===== config.mk =====
export PLATFORM = sky130hd
export DESIGN_NAME = dsrq_ctrl
export DESIGN_NICKNAME = d
export VERILOG_FILES = /design/src/rtl/dsrq_pkg.sv /design/src/rtl/dsrq_ctrl.sv
export SDC_FILE = /design/constraint.sdc
export NUM_CORES = 1
export LEC_CHECK = 0
export BUFFER_PORTS_ARGS = -buffer_cell sky130_fd_sc_hd__buf_2
export CORE_AREA = 2 2 39 41
export DETAILED_ROUTE_END_ITERATION = 6
export DIE_AREA = 0 0 41 43
export GPL_TIMING_DRIVEN = 1
export SYNTH_ARGS = -nofsm -noshare
export SYNTH_HDL_FRONTEND = slang
export SYNTH_SLANG_ARGS = --single-unit

===== constraint.sdc =====
create_clock -name clk -period 2.8 [get_ports clk]
set_input_delay 0.28 -clock clk [delete_from_list [all_inputs] [get_ports clk]]
set_output_delay 0.28 -clock clk [all_outputs]
set_load 0.02 [all_outputs]

===== src/rtl/dsrq_pkg.sv =====
`timescale 1ns / 1ps
package dsrq_pkg;
  localparam int LogSize = 10;
  localparam int ValueWidth = 32;
  localparam int Capacity = 1 << LogSize;
  localparam int HalfCap = Capacity >> 1;
  localparam int TabDepth = LogSize * HalfCap;
  localparam int IdxW = LogSize;
  localparam int CntW = LogSize + 1;
  localparam int TabAw = $clog2(TabDepth);
  localparam int LvlW = $clog2(LogSize + 1);

  localparam logic [2:0] MODE_SUM = 3'd0;
  localparam logic [2:0] MODE_MIN = 3'd1;
  localparam logic [2:0] MODE_MAX = 3'd2;
  localparam logic [2:0] MODE_XOR = 3'd3;
  localparam logic [2:0] MODE_AND = 3'd4;
  localparam logic [2:0] MODE_OR  = 3'd5;

  localparam logic OP_LOAD  = 1'b0;
  localparam logic OP_QUERY = 1'b1;

  localparam logic [1:0] ST_OK     = 2'd0;
  localparam logic [1:0] ST_LOADED = 2'd1;
  localparam logic [1:0] ST_REJECT = 2'd2;

  typedef struct packed {
    logic        operation;
    logic [31:0] element_value;
    logic        is_last;
    logic [9:0]  query_left;
    logic [10:0] query_right_end;
  } in_item_t;

  typedef struct packed {
    logic [31:0] result_value;
    logic [1:0]  status;
  } out_item_t;

  typedef enum logic [3:0] {
    S_IDLE, S_LOAD, S_QADDR, S_QWAIT, S_QMERGE,
    S_BSEG, S_BRD, S_BWAIT, S_BWR, S_OUT
  } state_t;

  // Controller -> datapath commands
  typedef struct packed {
    logic take_item;    // latch input item
    logic do_load;      // store element, bump count
    logic q_addr;       // present query read addresses
    logic q_merge;      // form query result
    logic q_reject;     // reject result
    logic load_result;  // load status result
    logic b_init;       // start build walk
    logic b_seg;        // set up current segment
    logic b_rd;         // issue element read
    logic b_wr;         // accumulate and write table entry
    logic b_done;       // mark built
    logic out_pop;      // result taken
  } ctrl_t;

  // Datapath -> controller status
  typedef struct packed {
    logic is_query;
    logic is_last;
    logic query_ok;
    logic seg_skip;     // segment midpoint past count
    logic seg_end;      // current side finished
    logic side_right;
    logic last_seg;     // last segment of last level
    logic res_valid;
  } stat_t;

  function automatic logic [ValueWidth-1:0] merge_f(
      input logic [2:0] mode, input logic [ValueWidth-1:0] a,
      input logic [ValueWidth-1:0] b);
    logic [ValueWidth-1:0] r;
    unique case (mode)
      MODE_MIN: r = (a < b) ? a : b;
      MODE_MAX: r = (a > b) ? a : b;
      MODE_XOR: r = a ^ b;
      MODE_AND: r = a & b;
      MODE_OR:  r = a | b;
      default:  r = a + b;
    endcase
    return r;
  endfunction
endpackage


===== src/rtl/dsrq_ctrl.sv =====
`timescale 1ns / 1ps
module dsrq_ctrl (
  input  logic            clk,
  input  logic            rst_n,
  input  logic            in_valid,
  output logic            in_ready,
  input  logic            out_ready,
  input  dsrq_pkg::stat_t st,
  output dsrq_pkg::ctrl_t cmd
);
  import dsrq_pkg::*;
  state_t state_r, state_nxt;

  always_ff @(posedge clk) begin
    if (!rst_n) state_r <= S_IDLE;
    else state_r <= state_nxt;
  end

  always_comb begin
    state_nxt = state_r;
    cmd = '0;
    in_ready = 1'b0;
    unique case (state_r)
      S_IDLE: begin
        in_ready = 1'b1;
        if (in_valid) begin
          cmd.take_item = 1'b1;
          state_nxt = S_LOAD;
        end
      end
      S_LOAD: begin
        if (st.is_query) begin
          if (st.query_ok) begin
            cmd.q_addr = 1'b1;
            state_nxt = S_QWAIT;
          end else begin
            cmd.q_reject = 1'b1;
            state_nxt = S_OUT;
          end
        end else begin
          cmd.do_load = 1'b1;
          cmd.load_result = 1'b1;
          if (st.is_last) begin
            cmd.b_init = 1'b1;
            state_nxt = S_BSEG;
          end else begin
            state_nxt = S_OUT;
          end
        end
      end
      S_QADDR: state_nxt = S_QWAIT;
      S_QWAIT: state_nxt = S_QMERGE;
      S_QMERGE: begin
        cmd.q_merge = 1'b1;
        state_nxt = S_OUT;
      end
      S_BSEG: begin
        cmd.b_seg = 1'b1;
        if (st.seg_skip) begin
          if (st.last_seg) begin
            cmd.b_done = 1'b1;
            state_nxt = S_OUT;
          end
        end else begin
          state_nxt = S_BRD;
        end
      end
      S_BRD: begin
        cmd.b_rd = 1'b1;
        state_nxt = S_BWAIT;
      end
      S_BWAIT: state_nxt = S_BWR;
      S_BWR: begin
        cmd.b_wr = 1'b1;
        if (st.seg_end && st.side_right) begin
          if (st.last_seg) begin
            cmd.b_done = 1'b1;
            state_nxt = S_OUT;
          end else begin
            state_nxt = S_BSEG;
          end
        end else begin
          state_nxt = S_BRD;
        end
      end
      S_OUT: begin
        if (out_ready) begin
          cmd.out_pop = 1'b1;
          state_nxt = S_IDLE;
        end
      end
      default: state_nxt = S_IDLE;
    endcase
  end
endmodule


## Yosys cells after proc, flatten, opt, wreduce, memory -nomap -nowiden

Cells that the tools add are included.

| storage, ports and cells | value |
|---|---|
| bits in registers | 4 |
| bits of input ports | 12 |
| output and inout bits | 13 |
| logic and storage cells | 48 |

| cells by class | value |
|---|---|
| equal/unequal tests | 12 |
| multiplexer cells | 32 |
| reduce and logical (&&, ||, !) cells | 3 |

Operators with widths:

| cell | count |
|---|---|
| one-hot mux 4 bit (10 select lines) | 1 |
| two-way mux 4 bit | 9 |
| two-way mux 1 bit | 18 |
| == test 4 x 3 -> 1 bit (second input constant) | 4 |
| == test 4 x 2 -> 1 bit (second input constant) | 2 |
| == test 4 bit (second input constant) | 2 |
| == test 4 x 1 -> 1 bit (second input constant) | 1 |
| logical NOT 4 bit | 1 |
| two-way mux 2 bit | 2 |
| inequality test 2 bit (second input constant) | 2 |
| two-way mux 3 bit | 1 |
| inequality test 3 bit (second input constant) | 1 |
| AND reduction 3 bit | 1 |
| one-hot mux 1 bit (2 select lines) | 1 |
| logical AND 1 bit | 1 |

## Logic depth before layout (Yosys ltp)

Gate-level depths: netlist of run 1.

| logic depth | value |
|---|---|
| depth after elaboration | 3 |
| gate-level depth with buffers | 5 |
| depth with buffers taken out | 4 |

## Worst setup path before layout of run 1

Ideal clock, no wire load.

| path | value |
|---|---|
| path type | register to output |
| start point | reg state_r[2] |
| end point | out cmd[11] (netlist name) |
| arrival time | 1632 ps |
| data required time | 2520 ps |
| slack | 888 ps |
| cell stages (with the launch flop) | 4 |
| path buffers | 1 |
| cell sequence | dfxtp_1 clkbuf_1 nor4_1 and2_1 |

RTL lines:

| what | RTL line | source |
|---|---|---|
| from (decl) | dsrq_ctrl.sv:12 | `state_t state_r, state_nxt;` |
| from (signal assigned) | dsrq_ctrl.sv:16 | `else state_r <= state_nxt;` |
| to (decl) | dsrq_ctrl.sv:9 | `output dsrq_pkg::ctrl_t cmd` |

==> flow_summary_export.csv, run 1 <==
group,metric,value,unit
sta,finalCriticalPeriod,2130,ps
routing,route.met2.wl,589,um
die,pin_count,25,
synth,synth_nets,76,
synth,synth_area,457,um2
routing,routedWlPerCell,12.1,um
finish,largest-register,"state_r",
cts,h-tree-depth,1,
routing,routed_wl,1.22,mm
sta,hold_viol_final,0,
synth,ys_async_sr_fraction,0,%
synth,synth-edff-count,0,
synth,ys_types,31,
die,rows,14,
grt,grt_pass1_wl,1.90,mm
die,core_area,1380,um2
finish,drive_above_1_share,35.3,%
outcome,status,"finished, final reports clean",
grt,grt_max_degree,19,
critical_path,end_kind,"primary output",
routing,vias,543,
cts,clk_latency,230,ps
sta,period_share,76.2,%
critical_path,crit_path_start_kind,"flop",
cts,cts_tree,"yes",
finish,largest_reg_flops,4,
synth,avgSynthCellArea,7.14,um2
critical_path,rrSetupSlack,1050,ps
die,die_y,43,um
pwr,ir_drop,0.418,mV
synth,synth-main-ff-cell,"dfxtp_1",
die,fp.dieW,41,um
synth,synth-xor-area-share,0,%
synth,ys_seq_area_share,17.5,%
synth,synth_seq_cells,4,
sta,drv_slew,0,
finish,post-route-util,42.6,%
finish,final_net_count,99,
routing,drt_iter0_drc,8,
sta,rsz0062_at_grt,"no",
pwr,p_leak,0.264,nW
synth,yosysWarnings,0,
synth,syn-instance-count,64,
sta,fin_hold_ws,318,ps
cts,cts_sinks,4,
cts,postCtsSetupRepairBufs,0,
finish,num_antenna_cells,0,
finish,top_regs,"state_r x4",
placed_design,dp_hpwl,896,um
min_path,hold_class,"in -> reg",
sta,max_slew.worst_pin.slew,550,ps
sta,setup_viol,0,
critical_path,worstPathArrival,1850,ps
sta,setup_tns,0,ps
routing,antenna_left,0,
synth,synth_top_family_by_area,"simple AND/OR/NAND/NOR gates",
synth,synth_mux_area_share,4.66,%
sta,slew_headroom,63.3,%
placed_design,place_congestion,0.742,
critical_path,worstPathMaxFanout,18,
die,die-area,1760,um2
synth,synth-adder-area-share,0,%
sta,fmax,469,MHz
critical_path,critPathKind,"reg -> out",
synth,synth-compound-area-share,22.7,%
routing,dr.pass1.iters,3,
placed_design,numPortBuffers,23,
grt,grt_usage,15.9,%
routing,dr_wl_met3,52,um
cts,numCtsBuffers,3,
finish,synthToLayoutAreaGrowth,29.0,%
critical_path,worst_ep_required_time,2520,ps
pwr,power.density,788,nW/um2
pwr,p_total,464,uW
cts,clkTransAtPathRegs,40,ps
cts,post_cts_resize_count,0,
routing,drcViolationCount,0,
die,start_util,33.0,%
cts,root_buffer,"clkbuf_4",
routing,vias_per_cell,5.38,
routing,wl_met1,577,um
job,maxCapViolations,0,
grt,antenna_found_initial,0,
routing,highest_layer,"met3",
synth,synth-simple-area-share,48.8,%
sta,clock_skew,2.78,ps
cts,clk_path_buf_depth,2,
grt,grt_pass1_vias,468,
cts,hold_buffers,0,
grt,grt-ovfl-total,0,
[cell usage after synthesis (2+ instances only)]
master | count | area [um2]
nor2_1 | 8 | 30.0
nor3_1 | 7 | 35.0
a21oi_1 | 5 | 25.0
nand2b_1 | 5 | 31.3
dfxtp_1 | 4 | 80.1
o31a_1 | 3 | 26.3
and3_1 | 2 | 12.5
buf_2 | 2 | 10.0
clkbuf_1 | 2 | 7.51
nand3_1 | 2 | 10.0
nand4_1 | 2 | 12.5
nor2b_1 | 2 | 12.5
nor4_1 | 2 | 12.5
[power by group]
group | switching [mW] | internal, mW | total, mW
logic | 0.140 | 0.120 | 0.260
clock network | 0.0237 | 0.0480 | 0.0716
registers | 0.0603 | 0.0730 | 0.133
total | 0.224 | 0.241 | 0.464
[kinds of logic after synthesis]
logic type / Yosys count
AO/OA/AOI/OAI: 14
AND/OR/NAND/NOR: 38
flip-flops: 4
multiplexers: 2
buffers and inverters: 6
[through the flow]
| stage | std cells | area [um2] | worst slack [ps] |
|---|---|---|---|
| 6_report | 101 | 589 | 667 |
| 5_1_grt | 101 | 589 | 566 |
| 4_1_cts | 101 | 589 | 673 |
| 3_5_place_dp | 98 | 567 | 934 |
| 3_3_place_gp | 98 | 567 | 950 |
| 2_1_floorplan | 64 | 457 | 888 |
[worst paths after layout]
check | from | to | cells past startpoint
setup / recovery | state_r[0] | cmd[5] | 3
hold / removal | rst_n | state_r[2] | 2
setup reg to reg | state_r[0] | state_r[3] | 4
hold reg to reg | state_r[2] | state_r[2] | 2
[critical path, stage by stage (launching register included)]
cell	delay (ps)
dfxtp_1	660
or4b_4	550
nor3b_2	220
buf_2	190
[per-layer routing]
metal  up-vias  global-route usage (%)
li1        286                       -
met1       246                    19.3
met2        11                    24.1
met3         0                    4.71
met4         0                    8.00
met5         -                       0
[cells in the final DEF, fill, tap and decap left out, drive strengths merged, types with 3 or more instances in the layout]
master  Yosys  final
a21oi       5      5
buf         3     23
clkbuf      2      3
dfxtp       4      4
nand2b      5      5
nor2        8      8
nor3        7      7
o31a        3      3
[layout make-up]
type / instances / area (um2)
multi-input combinational: 54 / 348
inverter: 1 / 3.75
sequential: 4 / 80.1
clock buffer: 3 / 22.5
fill: 151 / 795
timing repair buffer: 23 / 115
tap: 16 / 20.0
No activity file was read; power rests on OpenSTA's default activity.
==> inputs of run 2 (changes only) <==
clock period = 2.01 ns   (was 2.8 ns; I/O delays follow)
==> flow_summary_export.csv, run 2 (synthesis gave the netlist of run 1 again) <==
group,metric,value,unit
sta,hold_viol_final,0,
critical_path,crit_path_start_kind,"flop",
grt,busiest_layer,"met2",
critical_path,worst_ep_required_time,1810,ps
routing,routed_wl,1.19,mm
cts,clkTransAtPathRegs,40,ps
job,maxCapViolations,0,
min_path,hold_class,"in -> reg",
cts,cts_tree,"yes",
sta,setup_viol,0,
pwr,p_switching,308,uW
finish,top_regs,"state_r x4",
placed_design,place_congestion,0.753,
sta,clock_skew,0.425,ps
grt,grt-ovfl-total,0,
pwr,sw_frac_of_total,46.3,%
sta,setup_tns,0,ps
cts,h-tree-depth,1,
pwr,seqPwrFrac,21.2,%
sta,slew_headroom,81.7,%
min_path,min_from,"rst_n",
min_path,min_path_cells,2,
pwr,p_total,666,uW
die,start_util,33.0,%
routing,vias,546,
grt,grt_usage,15.8,%
sta,fmax,549,MHz
die,core_area,1380,um2
outcome,status,"finished, final reports clean",
finish,largest-register,"state_r",
routing,drt_iter0_drc,9,
finish,drive_above_1_share,38.6,%
placed_design,dp_hpwl,927,um
critical_path,slowest_stage,"dfxtp_1",
placed_design,placed_area,589,um2
finish,synthToLayoutAreaGrowth,34.2,%
critical_path,r2r-end,"state_r[3]",
placed_design,numPortBuffers,23,
cts,hold_buffers,0,
placed_design,pre_cts_ws,367,ps
finish,largest_reg_flops,4,
grt,antenna_found_initial,0,
routing,routedWlPerCell,11.5,um
grt,grtUsageMet2,23.1,%
die,fp.dieW,41,um
finish,fin_area,613,um2
cts,clk_latency,230,ps
sta,finalCriticalPeriod,1820,ps
pwr,intPower,357,uW
finish,mostFrequentLayoutCell,"buf_2",
grt,grt_util_met3,4.71,%
cts,numCtsBuffers,3,
critical_path,rrSetupSlack,490,ps
sta,rsz0062_at_grt,"no",
sta,fin_ws,189,ps
cts,clk_path_buf_depth,2,
sta,max_slew.worst_pin.slew,272,ps
min_path,min_to,"state_r[3]",
critical_path,critPathKind,"reg -> out",
die,rows,14,
grt,grt_pass1_wl,1.84,mm
sta,period_share,90.6,%
die,die_y,43,um
critical_path,crit_path_max_incr_delay,460,ps
die,die-area,1760,um2
grt,grtUsageMet1,19.2,%
cts,root_buffer,"clkbuf_4",
critical_path,end_kind,"primary output",
routing,antenna_left,0,
routing,vias_per_cell,5.25,
finish,final_net_count,102,
routing,dr.pass1.iters,4,
pwr,power.share.clock,14.5,%
critical_path,worstPathMaxFanout,10,
pwr,power.density,1090,nW/um2
pwr,ir_drop,0.590,mV
grt,grt_pass1_vias,454,
finish,num_antenna_cells,0,
critical_path,worstPathArrival,1620,ps
pwr,p_leak,0.280,nW
critical_path,critical_path.cell_chain,"buf_4 > nand2b_1 > nor3_1 > and3_1 > buf_2",
die,pin_count,25,
pwr,p_comb_share,64.3,%
critical_path,reg2reg_from,"state_r[0]",
critical_path,r2r_cells,4,
finish,final_cell_mix,"buf_2 (23), nor2_1 (8), nor3_1 (7)",
cts,cts_sinks,4,
sta,drv_slew,0,
grt,grt_max_degree,15,
routing,drcViolationCount,0,
-- run 2: cell types whose count changed in the layout (fill, tap and decap cells not counted), sizes merged --
cell  before  now
buf       23   26
-- run 2: final cells by class --
class / count / area (um2)
fill: 144 / 771
multi-input combinational: 54 / 348
timing repair buffer: 26 / 138
sequential: 4 / 81.3
clock buffer: 3 / 22.5
tap: 16 / 20.0
inverter: 1 / 3.75
-- run 2: power by group through the flow --
stage,logic (mW),clock network [mW],registers [mW]
after floorplan,0.329,0,0.125
after global placement,0.425,0,0.141
after detailed placement,0.429,0,0.141
after CTS,0.432,0.103,0.140
after global routing,0.472,0.114,0.147
final,0.428,0.0967,0.141
-- run 2: worst max-delay path by stage --
stage                from         end  slack [ps]  cells past startpoint
5_1_grt        state_r[0]      cmd[9]          30                      5
4_1_cts        state_r[3]      cmd[1]         130                      5
6_report       state_r[0]      cmd[9]         190                      5
3_3_place_gp   state_r[3]  state_r[2]         400                      4
3_5_place_dp   state_r[3]  state_r[2]         370                      4
2_1_floorplan  state_r[2]     cmd[11]         180                      3
-- run 2: layer usage --
layer	up-vias	wire, um
li1	286	-
met4	0	25
met3	4	57
met5	-	0
met2	15	578
met1	241	532
-- run 2: critical path: cells and delay by family (launching register included) --
family / cells / cell delay [ps]
AND/OR/NAND/NOR: 3 / 550
flip-flops: 1 / 460
buffers and inverters: 2 / 380
-- run 2: through the flow --
stage,utilization [%],hold slack [ps],cells
final,44.3,240,104
after floorplan,-,318,64
after CTS,44.2,233,104
after global routing,44.3,236,104
after detailed placement,42.6,482,101
after global placement,42.6,478,101
-- run 2: what timing repair did --
| item | in CTS | in global routing |
|---|---|---|
| buffers inserted | 0 | 0 |
| resized for setup | 0 | 1 |
| setup endpoints to repair | 0 | 1 |
==> inputs of run 3 (changes only) <==
CELL_PAD_IN_SITES_DETAIL_PLACEMENT = 0   (was default)
CELL_PAD_IN_SITES_GLOBAL_PLACEMENT = 1   (was default)
CORE_AREA = 2 2 46 44   (was 2 2 39 41)
DIE_AREA = 0 0 48 46   (was 0 0 41 43)
PLACE_DENSITY_LB_ADDON = 0.1   (was default)
==> flow_summary_export.csv, run 3 (synthesis gave the netlist of run 1 again) <==
group,metric,value,unit
pwr,intPower,361,uW
pwr,seqPwrFrac,22.0,%
sta,slew_headroom,77.6,%
finish,fin_area,631,um2
job,maxCapViolations,0,
critical_path,crit_path_max_incr_delay,540,ps
sta,rsz0062_at_grt,"no",
grt,grt_usage,13.4,%
critical_path,critical_path.cell_chain,"or4b_4 > nor3b_2 > buf_2",
cts,cts_sinks,4,
die,start_util,25.6,%
finish,final_cell_mix,"buf_2 (23), nor2_1 (8), nor3_1 (7)",
placed_design,dp_hpwl,1.07,mm
grt,grt-ovfl-total,0,
critical_path,path_buf_inv,1,
grt,grt_max_degree,11,
routing,routedWlPerCell,11.8,um
critical_path,worst_ep_required_time,1810,ps
finish,filler_cell_count,214,
cts,numCtsBuffers,3,
finish,final_net_count,103,
die,die-area,2210,um2
placed_design,placed_area,608,um2
finish,num_antenna_cells,0,
pwr,power.density,1070,nW/um2
sta,setup_viol,0,
routing,drt_iter0_drc,8,
routing,vias_per_cell,4.78,
critical_path,end_kind,"primary output",
routing,routed_wl,1.35,mm
critical_path,crit_path_start_kind,"flop",
placed_design,numPortBuffers,23,
outcome,status,"finished, final reports clean",
cts,post_cts_resize_count,0,
finish,synthToLayoutAreaGrowth,38.1,%
cts,hold_buffers,0,
grt,antenna_found_initial,0,
finish,drive_above_1_share,38.2,%
sta,clock_skew,3.19,ps
cts,root_buffer,"clkbuf_4",
die,pin_count,25,
finish,top_regs,"state_r x4",
pwr,p_leak,0.285,nW
sta,fmax,527,MHz
finish,largest_reg_flops,4,
die,core_area,1780,um2
pwr,p_comb_share,63.5,%
cts,clkTransAtPathRegs,40,ps
grt,grt_pass1_wl,2.08,mm
placed_design,place_congestion,0.775,
die,fp.dieW,48,um
min_path,hold_class,"in -> reg",
cts,cts_tree,"yes",
routing,antenna_left,0,
routing,dr.pass1.iters,4,
pwr,power.share.clock,14.4,%
cts,clk_latency,230,ps
pwr,p_switching,313,uW
pwr,sw_frac_of_total,46.4,%
critical_path,worstPathArrival,1700,ps
critical_path,worstPathMaxFanout,10,
critical_path,slowest_stage,"or4b_4",
sta,period_share,94.5,%
routing,drcViolationCount,0,
finish,largest-register,"state_r",
pwr,ir_drop,0.397,mV
sta,finalCriticalPeriod,1900,ps
die,die_y,46,um
finish,mostFrequentLayoutCell,"buf_2",
routing,vias,545,
sta,drv_slew,0,
die,rows,15,
critical_path,critPathKind,"reg -> out",
sta,setup_tns,0,ps
grt,grt_pass1_vias,464,
cts,clk_path_buf_depth,2,
critical_path,cp_top_family,"simple AND/OR/NAND/NOR gates",
cts,h-tree-depth,1,
sta,hold_viol_final,0,
sta,max_slew.worst_pin.slew,333,ps
cts,postCtsSetupRepairBufs,0,
-- run 3: cell count changes in the layout (fill, tap and decap cells not counted), sizes merged --
cell,change
buf,+1
-- run 3: worst paths after layout --
kind / slack, ps / cells past startpoint / from / endpoint
worst max-delay path: 110 / 3 / state_r[0] / cmd[5]
worst min register to register: 770 / 3 / state_r[3] / state_r[2]
worst min-delay path: 250 / 2 / rst_n / state_r[0]
worst max register to register: 440 / 5 / state_r[2] / state_r[1]
-- run 3: final cells by class --
cell class	instances	area (um2)	share of cell area, %
Timing Repair Buffer	27	145	23.0
Sequential cell	4	80.1	12.7
Multi-Input combinational cell	54	348	55.2
Inverter	1	3.75	0.595
Clock buffer	3	22.5	3.57
Tap cell	25	31.3	4.96
-- run 3: metrics by stage --
step                      hold slack, ps  setup WS [ps]  power, mW  util, %  std cells
final                                245            111      0.674     35.4        114
after global routing                 252           12.7      0.732     35.4        114
after CTS                            235            102      0.681     35.4        114
after detailed placement             479            361      0.577     34.1        111
after global placement               490            401      0.581     34.1        111
after floorplan                      318            177      0.454        -         64
-- run 3: layer usage --
layer / GRT usage, % / share of wire, %
met2: 18.9 / 45
met1: 19.8 / 52
met5: 0 / 0
met3: 1.19 / 3.0
met4: 6.49 / 0
-- run 3: power by group through the flow --
stage	clock [mW]	combinational (mW)	sequential, mW
after floorplan	0	0.329	0.125
after global placement	0	0.431	0.150
after detailed placement	0	0.429	0.148
after CTS	0.104	0.431	0.147
after global routing	0.104	0.472	0.155
final	0.0973	0.428	0.148
